[config.mk]
export PLATFORM = sky130hd
export DESIGN_NAME = ring_indicator_pulse_sequencer_top
export DESIGN_NICKNAME = d
export VERILOG_FILES = /design/src/rtl/rips_pkg.sv /design/src/rtl/rips_cfg.sv /design/src/rtl/rips_parser.sv /design/src/rtl/rips_seq.sv /design/src/rtl/ring_indicator_pulse_sequencer_top.sv
export SDC_FILE = /design/constraint.sdc
export NUM_CORES = 1
export LEC_CHECK = 0
export BUFFER_PORTS_ARGS = -buffer_cell sky130_fd_sc_hd__buf_2
export CAP_MARGIN = 15
export CELL_PAD_IN_SITES_DETAIL_PLACEMENT = 2
export CELL_PAD_IN_SITES_GLOBAL_PLACEMENT = 2
export CORE_MARGIN = 5
export CORE_UTILIZATION = 41
export CTS_BUF_LIST = sky130_fd_sc_hd__clkbuf_8
export CTS_CLUSTER_DIAMETER = 30
export DETAILED_ROUTE_END_ITERATION = 8
export GPL_ROUTABILITY_DRIVEN = 1
export HOLD_SLACK_MARGIN = 0.03
export PLACE_DENSITY_LB_ADDON = 0.25
export SETUP_SLACK_MARGIN = 0.15
export SKIP_LAST_GASP = 1
export SLEW_MARGIN = 40
export SYNTH_ARGS = -nofsm -noshare
export SYNTH_HDL_FRONTEND = slang
export SYNTH_SLANG_ARGS = --single-unit
[constraint.sdc]
create_clock -name aclk -period 7.75 [get_ports aclk]
set_input_delay 0.3875 -clock aclk [delete_from_list [all_inputs] [get_ports aclk]]
set_output_delay 0.3875 -clock aclk [all_outputs]
set_load 0.005 [all_outputs]
[src/rtl/rips_pkg.sv]
package rips_pkg;

    localparam int TIMER_BITS = 17;
    localparam int REG_DATA_W = 17;
    localparam int REG_ADDR_W = 4;

    // register indexes
    localparam logic [REG_ADDR_W-1:0] REG_RING_MS    = 4'd0;
    localparam logic [REG_ADDR_W-1:0] REG_RING_CNT   = 4'd1;
    localparam logic [REG_ADDR_W-1:0] REG_SMS_MS     = 4'd2;
    localparam logic [REG_ADDR_W-1:0] REG_SMS_CNT    = 4'd3;
    localparam logic [REG_ADDR_W-1:0] REG_OTHER_MS   = 4'd4;
    localparam logic [REG_ADDR_W-1:0] REG_OTHER_CNT  = 4'd5;
    localparam logic [REG_ADDR_W-1:0] REG_REL_DELAY  = 4'd6;
    localparam logic [REG_ADDR_W-1:0] REG_CLS_ENABLE = 4'd7;

    localparam logic [7:0] CHAR_CR = 8'h0D;
    localparam logic [7:0] CHAR_LF = 8'h0A;

    // prefix indexes into the match vector
    localparam logic [1:0] PFX_RING  = 2'd0;
    localparam logic [1:0] PFX_CRING = 2'd1;
    localparam logic [1:0] PFX_CMT   = 2'd2;
    localparam logic [1:0] PFX_CMTI  = 2'd3;

    typedef enum logic [1:0] {
        PH_IDLE  = 2'd0,
        PH_PULSE = 2'd1,
        PH_DELAY = 2'd2
    } phase_t;

    typedef enum logic [1:0] {
        CLS_RING  = 2'd0,
        CLS_SMS   = 2'd1,
        CLS_OTHER = 2'd2
    } cls_t;

    typedef enum logic [1:0] {
        ST_NONE     = 2'd0,
        ST_STARTED  = 2'd1,
        ST_DISABLED = 2'd2,
        ST_BUSY     = 2'd3
    } status_t;

    typedef struct packed {
        logic [10:0] ring_ms;
        logic [2:0]  ring_cnt;
        logic [10:0] sms_ms;
        logic [2:0]  sms_cnt;
        logic [10:0] other_ms;
        logic [2:0]  other_cnt;
        logic [16:0] rel_delay;
        logic [2:0]  cls_enable;
    } cfg_t;

    typedef struct packed {
        logic done;
        cls_t cls;
    } parse_t;

    typedef struct packed {
        logic    ri_level;
        logic    release_urc;
        cls_t    text_class;
        status_t start_status;
        logic    busy;
    } seq_res_t;

    // prefix text, left aligned, first character in the top byte
    function automatic logic [7:0] pfx_char(input logic [1:0] idx, input logic [2:0] pos);
        logic [63:0] str;
        case (idx)
            PFX_RING:  str = {"RING", 32'h0};
            PFX_CRING: str = "+CRING: ";
            PFX_CMT:   str = {"+CMT: ", 16'h0};
            default:   str = {"+CMTI: ", 8'h0};
        endcase
        return str[{~pos, 3'b000} +: 8];
    endfunction

    function automatic logic [3:0] pfx_len(input logic [1:0] idx);
        case (idx)
            PFX_RING:  return 4'd4;
            PFX_CRING: return 4'd8;
            PFX_CMT:   return 4'd6;
            default:   return 4'd7;
        endcase
    endfunction

    function automatic logic [TIMER_BITS-1:0] cls_ms(input cfg_t cfg, input cls_t c);
        case (c)
            CLS_RING: return TIMER_BITS'(cfg.ring_ms);
            CLS_SMS:  return TIMER_BITS'(cfg.sms_ms);
            default:  return TIMER_BITS'(cfg.other_ms);
        endcase
    endfunction

    function automatic logic [2:0] cls_cnt(input cfg_t cfg, input cls_t c);
        case (c)
            CLS_RING: return cfg.ring_cnt;
            CLS_SMS:  return cfg.sms_cnt;
            default:  return cfg.other_cnt;
        endcase
    endfunction

    function automatic logic cls_en(input cfg_t cfg, input cls_t c);
        case (c)
            CLS_RING: return cfg.cls_enable[0];
            CLS_SMS:  return cfg.cls_enable[1];
            default:  return cfg.cls_enable[2];
        endcase
    endfunction

endpackage

[src/rtl/rips_cfg.sv]
module rips_cfg
    import rips_pkg::*;
(
    input  logic                  aclk,
    input  logic                  aresetn,
    input  logic                  cfg_wr_en,
    input  logic [REG_ADDR_W-1:0] cfg_addr,
    input  logic [REG_DATA_W-1:0] cfg_wdata,
    output cfg_t                  cfg
);

    cfg_t cfg_reg;
    cfg_t cfg_next;

    always_comb begin
        cfg_next = cfg_reg;
        if (cfg_wr_en) begin
            case (cfg_addr)
                REG_RING_MS:    cfg_next.ring_ms    = cfg_wdata[10:0];
                REG_RING_CNT:   cfg_next.ring_cnt   = cfg_wdata[2:0];
                REG_SMS_MS:     cfg_next.sms_ms     = cfg_wdata[10:0];
                REG_SMS_CNT:    cfg_next.sms_cnt    = cfg_wdata[2:0];
                REG_OTHER_MS:   cfg_next.other_ms   = cfg_wdata[10:0];
                REG_OTHER_CNT:  cfg_next.other_cnt  = cfg_wdata[2:0];
                REG_REL_DELAY:  cfg_next.rel_delay  = cfg_wdata[16:0];
                REG_CLS_ENABLE: cfg_next.cls_enable = cfg_wdata[2:0];
                default: ;  // unmapped index, write dropped
            endcase
        end
    end

    always_ff @(posedge aclk) begin
        if (!aresetn) begin
            cfg_reg.ring_ms    <= 11'd120;
            cfg_reg.ring_cnt   <= 3'd1;
            cfg_reg.sms_ms     <= 11'd120;
            cfg_reg.sms_cnt    <= 3'd1;
            cfg_reg.other_ms   <= 11'd120;
            cfg_reg.other_cnt  <= 3'd1;
            cfg_reg.rel_delay  <= 17'd0;
            cfg_reg.cls_enable <= 3'd0;
        end else begin
            cfg_reg <= cfg_next;
        end
    end

    assign cfg = cfg_reg;

endmodule

[src/rtl/rips_parser.sv]
module rips_parser
    import rips_pkg::*;
(
    input  logic       aclk,
    input  logic       aresetn,
    input  logic       byte_en,
    input  logic [7:0] text_byte,
    input  logic       last_byte,
    output parse_t     parse
);

    logic       skip_reg, skip_next;
    logic [3:0] pos_reg, pos_next;
    logic [3:0] alive_reg, alive_next;
    logic [3:0] alive_upd;
    logic [3:0] pos_upd;
    logic [3:0] hit;
    logic       take;

    assign take    = !(skip_reg && (text_byte == CHAR_CR || text_byte == CHAR_LF));
    assign pos_upd = (pos_reg == 4'd15) ? pos_reg : pos_reg + 4'd1;

    always_comb begin
        for (int i = 0; i < 4; i++) begin
            alive_upd[i] = alive_reg[i];
            if (pos_reg < pfx_len(2'(i)) && text_byte != pfx_char(2'(i), pos_reg[2:0]))
                alive_upd[i] = 1'b0;
        end
    end

    // values after this byte, used for the class decision on the last byte
    logic       skip_b;
    logic [3:0] pos_b, alive_b;
    assign skip_b  = take ? 1'b0 : skip_reg;
    assign pos_b   = take ? pos_upd : pos_reg;
    assign alive_b = take ? alive_upd : alive_reg;

    always_comb begin
        for (int i = 0; i < 4; i++)
            hit[i] = alive_b[i] && (pos_b >= pfx_len(2'(i)));
    end

    always_comb begin
        skip_next  = skip_reg;
        pos_next   = pos_reg;
        alive_next = alive_reg;
        if (byte_en) begin
            if (last_byte) begin
                skip_next  = 1'b1;
                pos_next   = 4'd0;
                alive_next = 4'hF;
            end else begin
                skip_next  = skip_b;
                pos_next   = pos_b;
                alive_next = alive_b;
            end
        end
    end

    always_ff @(posedge aclk) begin
        if (!aresetn) begin
            skip_reg  <= 1'b1;
            pos_reg   <= 4'd0;
            alive_reg <= 4'hF;
        end else begin
            skip_reg  <= skip_next;
            pos_reg   <= pos_next;
            alive_reg <= alive_next;
        end
    end

    assign parse.done = byte_en && last_byte;
    assign parse.cls  = (hit[1:0] != 2'b00) ? CLS_RING :
                        (hit[3:2] != 2'b00) ? CLS_SMS : CLS_OTHER;

endmodule

[src/rtl/rips_seq.sv]
module rips_seq
    import rips_pkg::*;
(
    input  logic     aclk,
    input  logic     aresetn,
    input  logic     tick_en,
    input  parse_t   parse,
    input  cfg_t     cfg,
    output seq_res_t res
);

    phase_t                phase_reg, phase_next;
    logic                  pin_reg, pin_next;
    logic [2:0]            pulses_reg, pulses_next;
    logic [TIMER_BITS-1:0] ms_reg, ms_next;
    cls_t                  held_reg, held_next;

    logic tick_go, expire, more, delay_zero, start_go, finish;

    assign tick_go    = tick_en && (phase_reg != PH_IDLE);
    assign expire     = (ms_reg[TIMER_BITS-1:1] == '0);
    assign more       = pulses_reg < cls_cnt(cfg, held_reg);
    assign delay_zero = (cfg.rel_delay == '0);
    assign start_go   = parse.done && (phase_reg == PH_IDLE) && cls_en(cfg, parse.cls);
    // sequence ends on this tick: delay over, or last indicate phase with no delay
    assign finish     = tick_go && expire &&
                        (phase_reg == PH_DELAY || (!pin_reg && !more && delay_zero));

    // next state
    always_comb begin
        phase_next  = phase_reg;
        pin_next    = pin_reg;
        pulses_next = pulses_reg;
        ms_next     = ms_reg;
        held_next   = held_reg;
        if (tick_go) begin
            if (!expire) begin
                ms_next = ms_reg - TIMER_BITS'(1);
            end else if (phase_reg == PH_DELAY) begin
                phase_next = PH_IDLE;
                ms_next    = '0;
            end else if (!pin_reg) begin
                pin_next = 1'b1;
                if (more) begin
                    ms_next = cls_ms(cfg, held_reg);
                end else if (!delay_zero) begin
                    phase_next = PH_DELAY;
                    ms_next    = TIMER_BITS'(cfg.rel_delay);
                end else begin
                    phase_next = PH_IDLE;
                    ms_next    = '0;
                end
            end else begin
                pulses_next = pulses_reg + 3'd1;
                pin_next    = 1'b0;
                ms_next     = cls_ms(cfg, held_reg);
            end
        end else if (start_go) begin
            held_next   = parse.cls;
            phase_next  = PH_PULSE;
            pin_next    = 1'b0;
            pulses_next = 3'd1;
            ms_next     = cls_ms(cfg, parse.cls);
        end
    end

    // outputs
    always_comb begin
        res.ri_level     = pin_next;
        res.release_urc  = finish;
        res.busy         = (phase_next != PH_IDLE);
        res.text_class   = CLS_RING;
        res.start_status = ST_NONE;
        if (parse.done) begin
            res.text_class = parse.cls;
            if (phase_reg != PH_IDLE)
                res.start_status = ST_BUSY;
            else if (!cls_en(cfg, parse.cls))
                res.start_status = ST_DISABLED;
            else
                res.start_status = ST_STARTED;
        end
    end

    always_ff @(posedge aclk) begin
        if (!aresetn) begin
            phase_reg  <= PH_IDLE;
            pin_reg    <= 1'b1;
            pulses_reg <= 3'd0;
            ms_reg     <= '0;
            held_reg   <= CLS_RING;
        end else begin
            phase_reg  <= phase_next;
            pin_reg    <= pin_next;
            pulses_reg <= pulses_next;
            ms_reg     <= ms_next;
            held_reg   <= held_next;
        end
    end

endmodule

[src/rtl/ring_indicator_pulse_sequencer_top.sv]
// Channel   | Dir | tdata                  | tuser      | tlast
// ----------+-----+------------------------+------------+-----------
// s_ (in)   | in  | text_byte[7:0]         | func       | last_byte
// m_ (out)  | out | ri_level, release_urc, | -          | -
//           |     | text_class, status,    |            |
//           |     | busy_res (low bit up)  |            |
// cfg_      | in  | write-only register port, index 0..7, 17-bit data
//
// Every input transaction gives exactly one result transaction, one per cycle while
// the m_ side takes them. The parser and sequencer state update at the input
// transaction and the result lands in the output register at the same edge.
// s_tready stays high while the output register is empty or being drained,
// so a stalled m_ side holds back the s_ side by one register only.
// aresetn is synchronous, active low; it restores the register defaults,
// an idle indicator (level high) and an empty output register.
module ring_indicator_pulse_sequencer_top
    import rips_pkg::*;
(
    input  logic                  aclk,
    input  logic                  aresetn,
    // input stream
    input  logic                  s_tvalid,
    output logic                  s_tready,
    input  logic [7:0]            s_tdata,   // [7:0] text_byte
    input  logic                  s_tuser,   // [0] func: 0 text byte, 1 ms tick
    input  logic                  s_tlast,   // last_byte
    // result stream
    output logic                  m_tvalid,
    input  logic                  m_tready,
    output logic [7:0]            m_tdata,   // [0] ri_level, [1] release_urc,
                                             // [3:2] text_class, [5:4] start_status,
                                             // [6] busy_res, [7] zero
    // configuration
    input  logic                  cfg_wr_en,
    input  logic [REG_ADDR_W-1:0] cfg_addr,
    input  logic [REG_DATA_W-1:0] cfg_wdata
);

    cfg_t     cfg;
    parse_t   parse;
    seq_res_t res;

    logic       s_acc;
    logic       tick_en, byte_en;
    logic       m_tvalid_reg, m_tvalid_next;
    logic [7:0] m_tdata_reg, m_tdata_next;

    assign s_tready = !m_tvalid_reg || m_tready;
    assign s_acc    = s_tvalid && s_tready;
    assign tick_en  = s_acc && s_tuser;
    assign byte_en  = s_acc && !s_tuser;

    rips_cfg u_cfg (
        .aclk      (aclk),
        .aresetn   (aresetn),
        .cfg_wr_en (cfg_wr_en),
        .cfg_addr  (cfg_addr),
        .cfg_wdata (cfg_wdata),
        .cfg       (cfg)
    );

    rips_parser u_parser (
        .aclk      (aclk),
        .aresetn   (aresetn),
        .byte_en   (byte_en),
        .text_byte (s_tdata),
        .last_byte (s_tlast),
        .parse     (parse)
    );

    rips_seq u_seq (
        .aclk    (aclk),
        .aresetn (aresetn),
        .tick_en (tick_en),
        .parse   (parse),
        .cfg     (cfg),
        .res     (res)
    );

    // output register: load on every input transaction, clear once taken
    always_comb begin
        m_tvalid_next = m_tvalid_reg;
        m_tdata_next  = m_tdata_reg;
        if (s_acc) begin
            m_tvalid_next = 1'b1;
            m_tdata_next  = {1'b0, res.busy, res.start_status, res.text_class,
                             res.release_urc, res.ri_level};
        end else if (m_tready) begin
            m_tvalid_next = 1'b0;
        end
    end

    always_ff @(posedge aclk) begin
        if (!aresetn)
            m_tvalid_reg <= 1'b0;
        else
            m_tvalid_reg <= m_tvalid_next;
    end

    always_ff @(posedge aclk) begin
        m_tdata_reg <= m_tdata_next;
    end

    assign m_tvalid = m_tvalid_reg;
    assign m_tdata  = m_tdata_reg;

endmodule

Word level (Yosys, flattened, before mapping)
Index checks and enable logic that the tools add are counted.
Widths: inputs -> output; s select.
Operators by class
  equality and inequality tests: 21
  mux-type cells: 47
  add/subtract/negate cells: 3
  reduce and logical (&&, ||, !) cells: 50
  magnitude comparators: 9
  bitwise operators: 2
  shifts and indexed selects: 4
Operators by type and width (number)
  $shiftx 64x7->8 const A: 4
  $mux 17: 7
  $pmux 11 s2: 2
  $ne 8x8->1: 4
  $mux 2: 11
  $logic_and 1x1->1: 20
  $mux 4: 5
  $reduce_and 2->1: 10
  $logic_not 17->1: 1
  $sub 17x1->17 const B: 1
  $eq 4x3->1 const B: 4
  $eq 8x4->1 const B: 2
  $logic_not 16->1: 1
  $mux 1: 15
  $mux 3: 5
  $ge 4x3->1 const B: 3
  $lt 4x3->1 const B: 3
  $reduce_bool 2->1: 6
  $eq 4x2->1 const B: 2
  $logic_not 2->1: 3
  $ne 2x2->1 const B: 3
  $pmux 3 s2: 1
  $add 4x1->4 const B: 1
  $eq 2x1->1 const B: 2
  15 further kinds: 20
Storage, ports and cells
  output and inout bits: 10
  logic and storage cells: 155
  bits in registers: 104

Longest topological paths before layout
  depth in word-level cells: 16
  mapped depth: 15

By module
A second synthesis with hierarchy kept.
Second synthesis, totals
  cells, all modules: 770
  area, all modules: 6771.5 µm²
By module, submodules not included
  rips_seq: times used 1, cells an instance 348, area each 2670.1 µm², sequential area each 500.5 µm²
  rips_cfg: times used 1, cells an instance 236, area each 2443.6 µm², sequential area each 1241.2 µm²
  rips_parser: times used 1, cells an instance 170, area each 1366.3 µm², sequential area each 180.2 µm²
  ring_indicator_pulse_sequencer_top: times used 1, cells an instance 16, area each 291.5 µm², sequential area each 230.2 µm²

Worst setup path after synthesis
OpenSTA, ideal clock, no wires.
  path kind: flip-flop to flip-flop
  from: register u_parser.pos_reg[1]
  to: register u_seq.ms_reg[10]
  arrival time: 3.259 ns
  buffers on the path: 4
  clock period less this slack: 3.391 ns
  setup slack: 4.359 ns
  data required time: 7.618 ns
  stages on the path, launching flop included: 16
  path through: dfxtp_1 -> buf_2 -> inv_1 -> ha_1 -> clkbuf_1 -> nor4bb_1 -> a31oi_1 -> o21ai_0 -> a31oi_4 -> a21oi_2 -> or2_2 -> clkbuf_1 -> clkbuf_1 -> o21ai_0 -> a22oi_1 -> a21oi_1
Between the ends
  longest elaborated chain between the ends: 14
RTL lines
  start, declared: RTL line rips_parser.sv:13  | logic [3:0] pos_reg, pos_next;
  start signal, assigned: RTL line rips_parser.sv:67  | pos_reg <= pos_next;
  $not 3->3: RTL line rips_pkg.sv:78  | return str[{~pos, 3'b000} +: 8];
  $shiftx 64x7->8: RTL line rips_pkg.sv:78
  $ne 8x8->1: RTL line rips_parser.sv:26  | if (pos_reg < pfx_len(2'(i)) && text_byte != pfx_char(2'(i), pos_reg[2:0]))
  $logic_and 1x1->1: RTL line rips_parser.sv:26
  $mux 1: RTL line rips_parser.sv:26
  $mux 4: RTL line rips_parser.sv:36  | assign alive_b = take ? alive_upd : alive_reg;
  $logic_and 1x1->1: RTL line rips_parser.sv:40  | hit[i] = alive_b[i] && (pos_b >= pfx_len(2'(i)));
  $reduce_bool 2->1: RTL line rips_parser.sv:74  | (hit[3:2] != 2'b00) ? CLS_SMS : CLS_OTHER;
  $mux 2: RTL line rips_parser.sv:74
  $mux 2 *: RTL line rips_parser.sv:73  | assign parse.cls = (hit[1:0] != 2'b00) ? CLS_RING :
  $eq 2x1->1 or $logic_not 2->1 (tied branches): RTL line rips_pkg.sv:91, rips_pkg.sv:107
  $pmux 11 s2 or $pmux 1 s2 (tied branches): RTL line rips_pkg.sv:91, rips_pkg.sv:107
  $mux 17 or $logic_and 1x1->1 (tied branches): RTL line rips_seq.sv:58, rips_seq.sv:24
  $mux 17 or $reduce_bool 2->1 (tied branches)
  end signal, assigned: RTL line rips_seq.sv:96  | ms_reg <= ms_next;
  end, declared: RTL line rips_seq.sv:15  | logic [TIMER_BITS-1:0] ms_reg, ms_next;
Mark *: on every way between the ends. The rest lies on a longest branch, timed or not. The select of a mux whose other input is x is not followed.
A chain may end at the register's enable or synchronous reset.

Final worst setup path
  from: register u_parser.pos_reg[1]
  to: register u_seq.ms_reg[1]
The elaborated chain is that of the path after synthesis.

==> impl_metrics.yaml <==
setup_path:
  worstPathCellList: "inv_1 -> ha_1 -> nor4bb_1 -> a31oi_1 -> o21ai_0 -> a31oi_4 -> a21oi_2 -> or2_2 -> a211oi_2 -> buf_4 -> or3_1 -> a21oi_1"
  cp_top_family: "compound AO/OA/AOI/OAI gates"
  crit_path_max_incr_delay_ns: 0.84
  critPathKind: "flop to flop"
  crit_slowest_cell: "dfxtp_1"
  timing.critical_path.buf_inv: 2
  path_max_fanout: 20
  critPathLaunchType: "flop"
  end_kind: "flop"
  worstPathRequired_ns: 8.07
  cp_data_arrival_time_ns: 4.80
  r2r_cells: 12
  path_depth: 12
finish:
  final_common_cell: "nand2_1"
  largest_reg_flops: 62
  syn_to_final_growth_pct: 8.301
  n_antenna_cell: 0
  num-fill-cells: 1712
  layout_common_cells: "125 x nand2_1, 96 x dfxtp_1, 64 x a21oi_1, 63 x mux2i_1, 61 x nor2_1"
  finish.net_count: 826
  layout-drive-gt1-share_pct: 11.91
clock_tree:
  cts_resized: 0
  cts_tree: "built"
  h-tree-depth: 3
  cts_buffers: 9
  cts_sinks: 104
  post_cts_buffers: 0
  clock_path_buffers: 2
  path_clk_slew_ns: 0.11
  hold_buffers: 0
  clk_latency_ns: 0.40
  cts-root-buf: "clkbuf_8"
floorplanning:
  die_w_um: 133.1
  io_pins: 46
  start_util_pct: 41.31
  die_area_um2: 17710
  die_y_um: 133.1
  rows: 45
  core-area_um2: 15030
pwr:
  p_per_area_nw_per_um2: 158.0
  peakVddDrop_mv: 0.09897
  power.total_mw: 1.062
  p_leak_nw: 2.456
synth:
  ys_types: 74
  yosys_warnings: 0
  synthesis.area_um2: 6210
  ys_seq_area_share_pct: 34.66
  synth-seq-cells: 104
  synth_ff_type: "dfxtp_1"
  synth_nets: 819
  synthArstFlopShare_pct: 0
  synthCells: 769
  syn_avg_cell_area_um2: 8.075
  synth_edf_count: 7
placed_design:
  place.gp.congestion: 0.8803
  dpl.hpwl_um: 16110
  port_buffers: 44
detailed_routing:
  first_pass_iters: 5
  wl_per_cell_um: 23.14
  totalWireLength_um: 22430
  post_drt_via_cell_ratio: 6.180
  vias: 5988
  antenna_left: 0
  remaining_drc_errors: 0
  initialDrtViolationCount: 366
sta:
  final-hold-violation-count: 0
  period_share_pct: 57.83
  finClkSkew_ns: 0.01429
  worst_pin_slew_ns: 0.8729
  fmax_mhz: 223.1
  setup-violations-final: 0
  setup_tns_ns: 0
  grt_setup_unrepaired: "false"
  fin_crit_ns: 4.482
  finalMaxSlewViolations: 0
  relSlewSlack_pct: 41.36
run:
  max-cap-violations: 0
global_routing:
  grt_pass1_wl_um: 36160
  overflow: 0
  track_usage_pct: 25.58
  antenna_found_initial: 0
  grt_pass1_vias: 6546
  grt_max_degree: 55
min_path:
  worstHoldPathType: "primary input to flop"
  whs_path_depth: 3
outcome:
  status: "complete, no violations"
cell type report:
cell class / instances / area (um2) / area share (%)
Tap cell: 188 / 235.2 / 3.498
Clock buffer: 9 / 123.9 / 1.842
Multi-Input combinational cell: 594 / 3794 / 56.41
Timing Repair Buffer: 53 / 287.8 / 4.279
Sequential cell: 104 / 2153 / 32.02
Clock inverter: 7 / 78.83 / 1.172
Inverter: 14 / 52.55 / 0.7814
tightest hold or removal path: cells and delay by family:
family                 cells  cell delay [ns]
AND/OR/NAND/NOR            1             0.05
AO/OA/AOI/OAI              1             0.05
buffers and inverters      1             0.10
cell families (layout without fill, tap and decap cells):
logic type,count (synthesis),in the layout,synth area share (%)
adders and majority gates,14,14,2.821
and+or+nand+nor,304,304,23.47
DFF,104,104,34.66
buffers and inverters,71,83,4.695
muxes,64,64,10.34
other,1,1,0.06039
AOI/OAI and AO/OA,186,186,20.43
xor gates and xnor gates,25,25,3.526
power by group:
| part | internal [mW] | switching (mW) | leakage [nW] |
|---|---|---|---|
| combinational | 0.0484 | 0.0894 | 1.50 |
| clock | 0.154 | 0.211 | 0.106 |
| sequential | 0.550 | 0.0100 | 0.852 |
layer usage:
metal  track usage, %  wire (um)
met2            44.19      11110
met1            32.78       9984
met4            6.871        388
met5                0          0
met3            4.639        940
Yosys cell counts (6+ instances only):
cell type  instances  area [um2]
nand2_1          125       469.2
dfxtp_1           97        1942
a21oi_1           64       320.3
mux2i_1           63       630.6
nor2_1            61       229.0
clkbuf_1          36       135.1
o21ai_0           34       170.2
nand3_1           22       110.1
nor3_1            17       85.08
a22oi_1           14       105.1
buf_2             14       70.07
ha_1              14       175.2
xnor2_1           13       113.9
inv_1             12       45.04
xor2_1            12       105.1
o22ai_1           11       68.82
nand3b_1          10       75.07
nor3b_1           10       75.07
nand2b_1           9       56.30
nor4_1             9       56.30
edfxtp_1           7       210.2
o22a_1             6       52.55
or3_1              6       37.54
stage by stage:
step,setup slack (ns),hold slack [ns],cell area (um2),instances,util [%]
floorplan,4.359,0.4268,6210,769,-
global placement,3.610,0.4516,6501,952,43.25
detailed placement,3.340,0.4688,6515,953,43.34
CTS,3.307,0.2075,6718,969,44.69
global route,2.990,0.2108,6725,969,44.74
finish,3.268,0.2137,6725,969,44.74
worst paths after layout:
path / startpoint / end / slack [ns]
setup / recovery: u_parser.pos_reg[1] / u_seq.ms_reg[1] / 3.27
hold / removal: cfg_wdata[16] / u_cfg.cfg[19] / 0.21
setup reg to reg: u_parser.pos_reg[1] / u_seq.ms_reg[1] / 3.27
hold reg to reg: u_cfg.cfg[13] / u_cfg.cfg[13] / 0.49
Note: power is estimated with default switching activity, not from simulation.
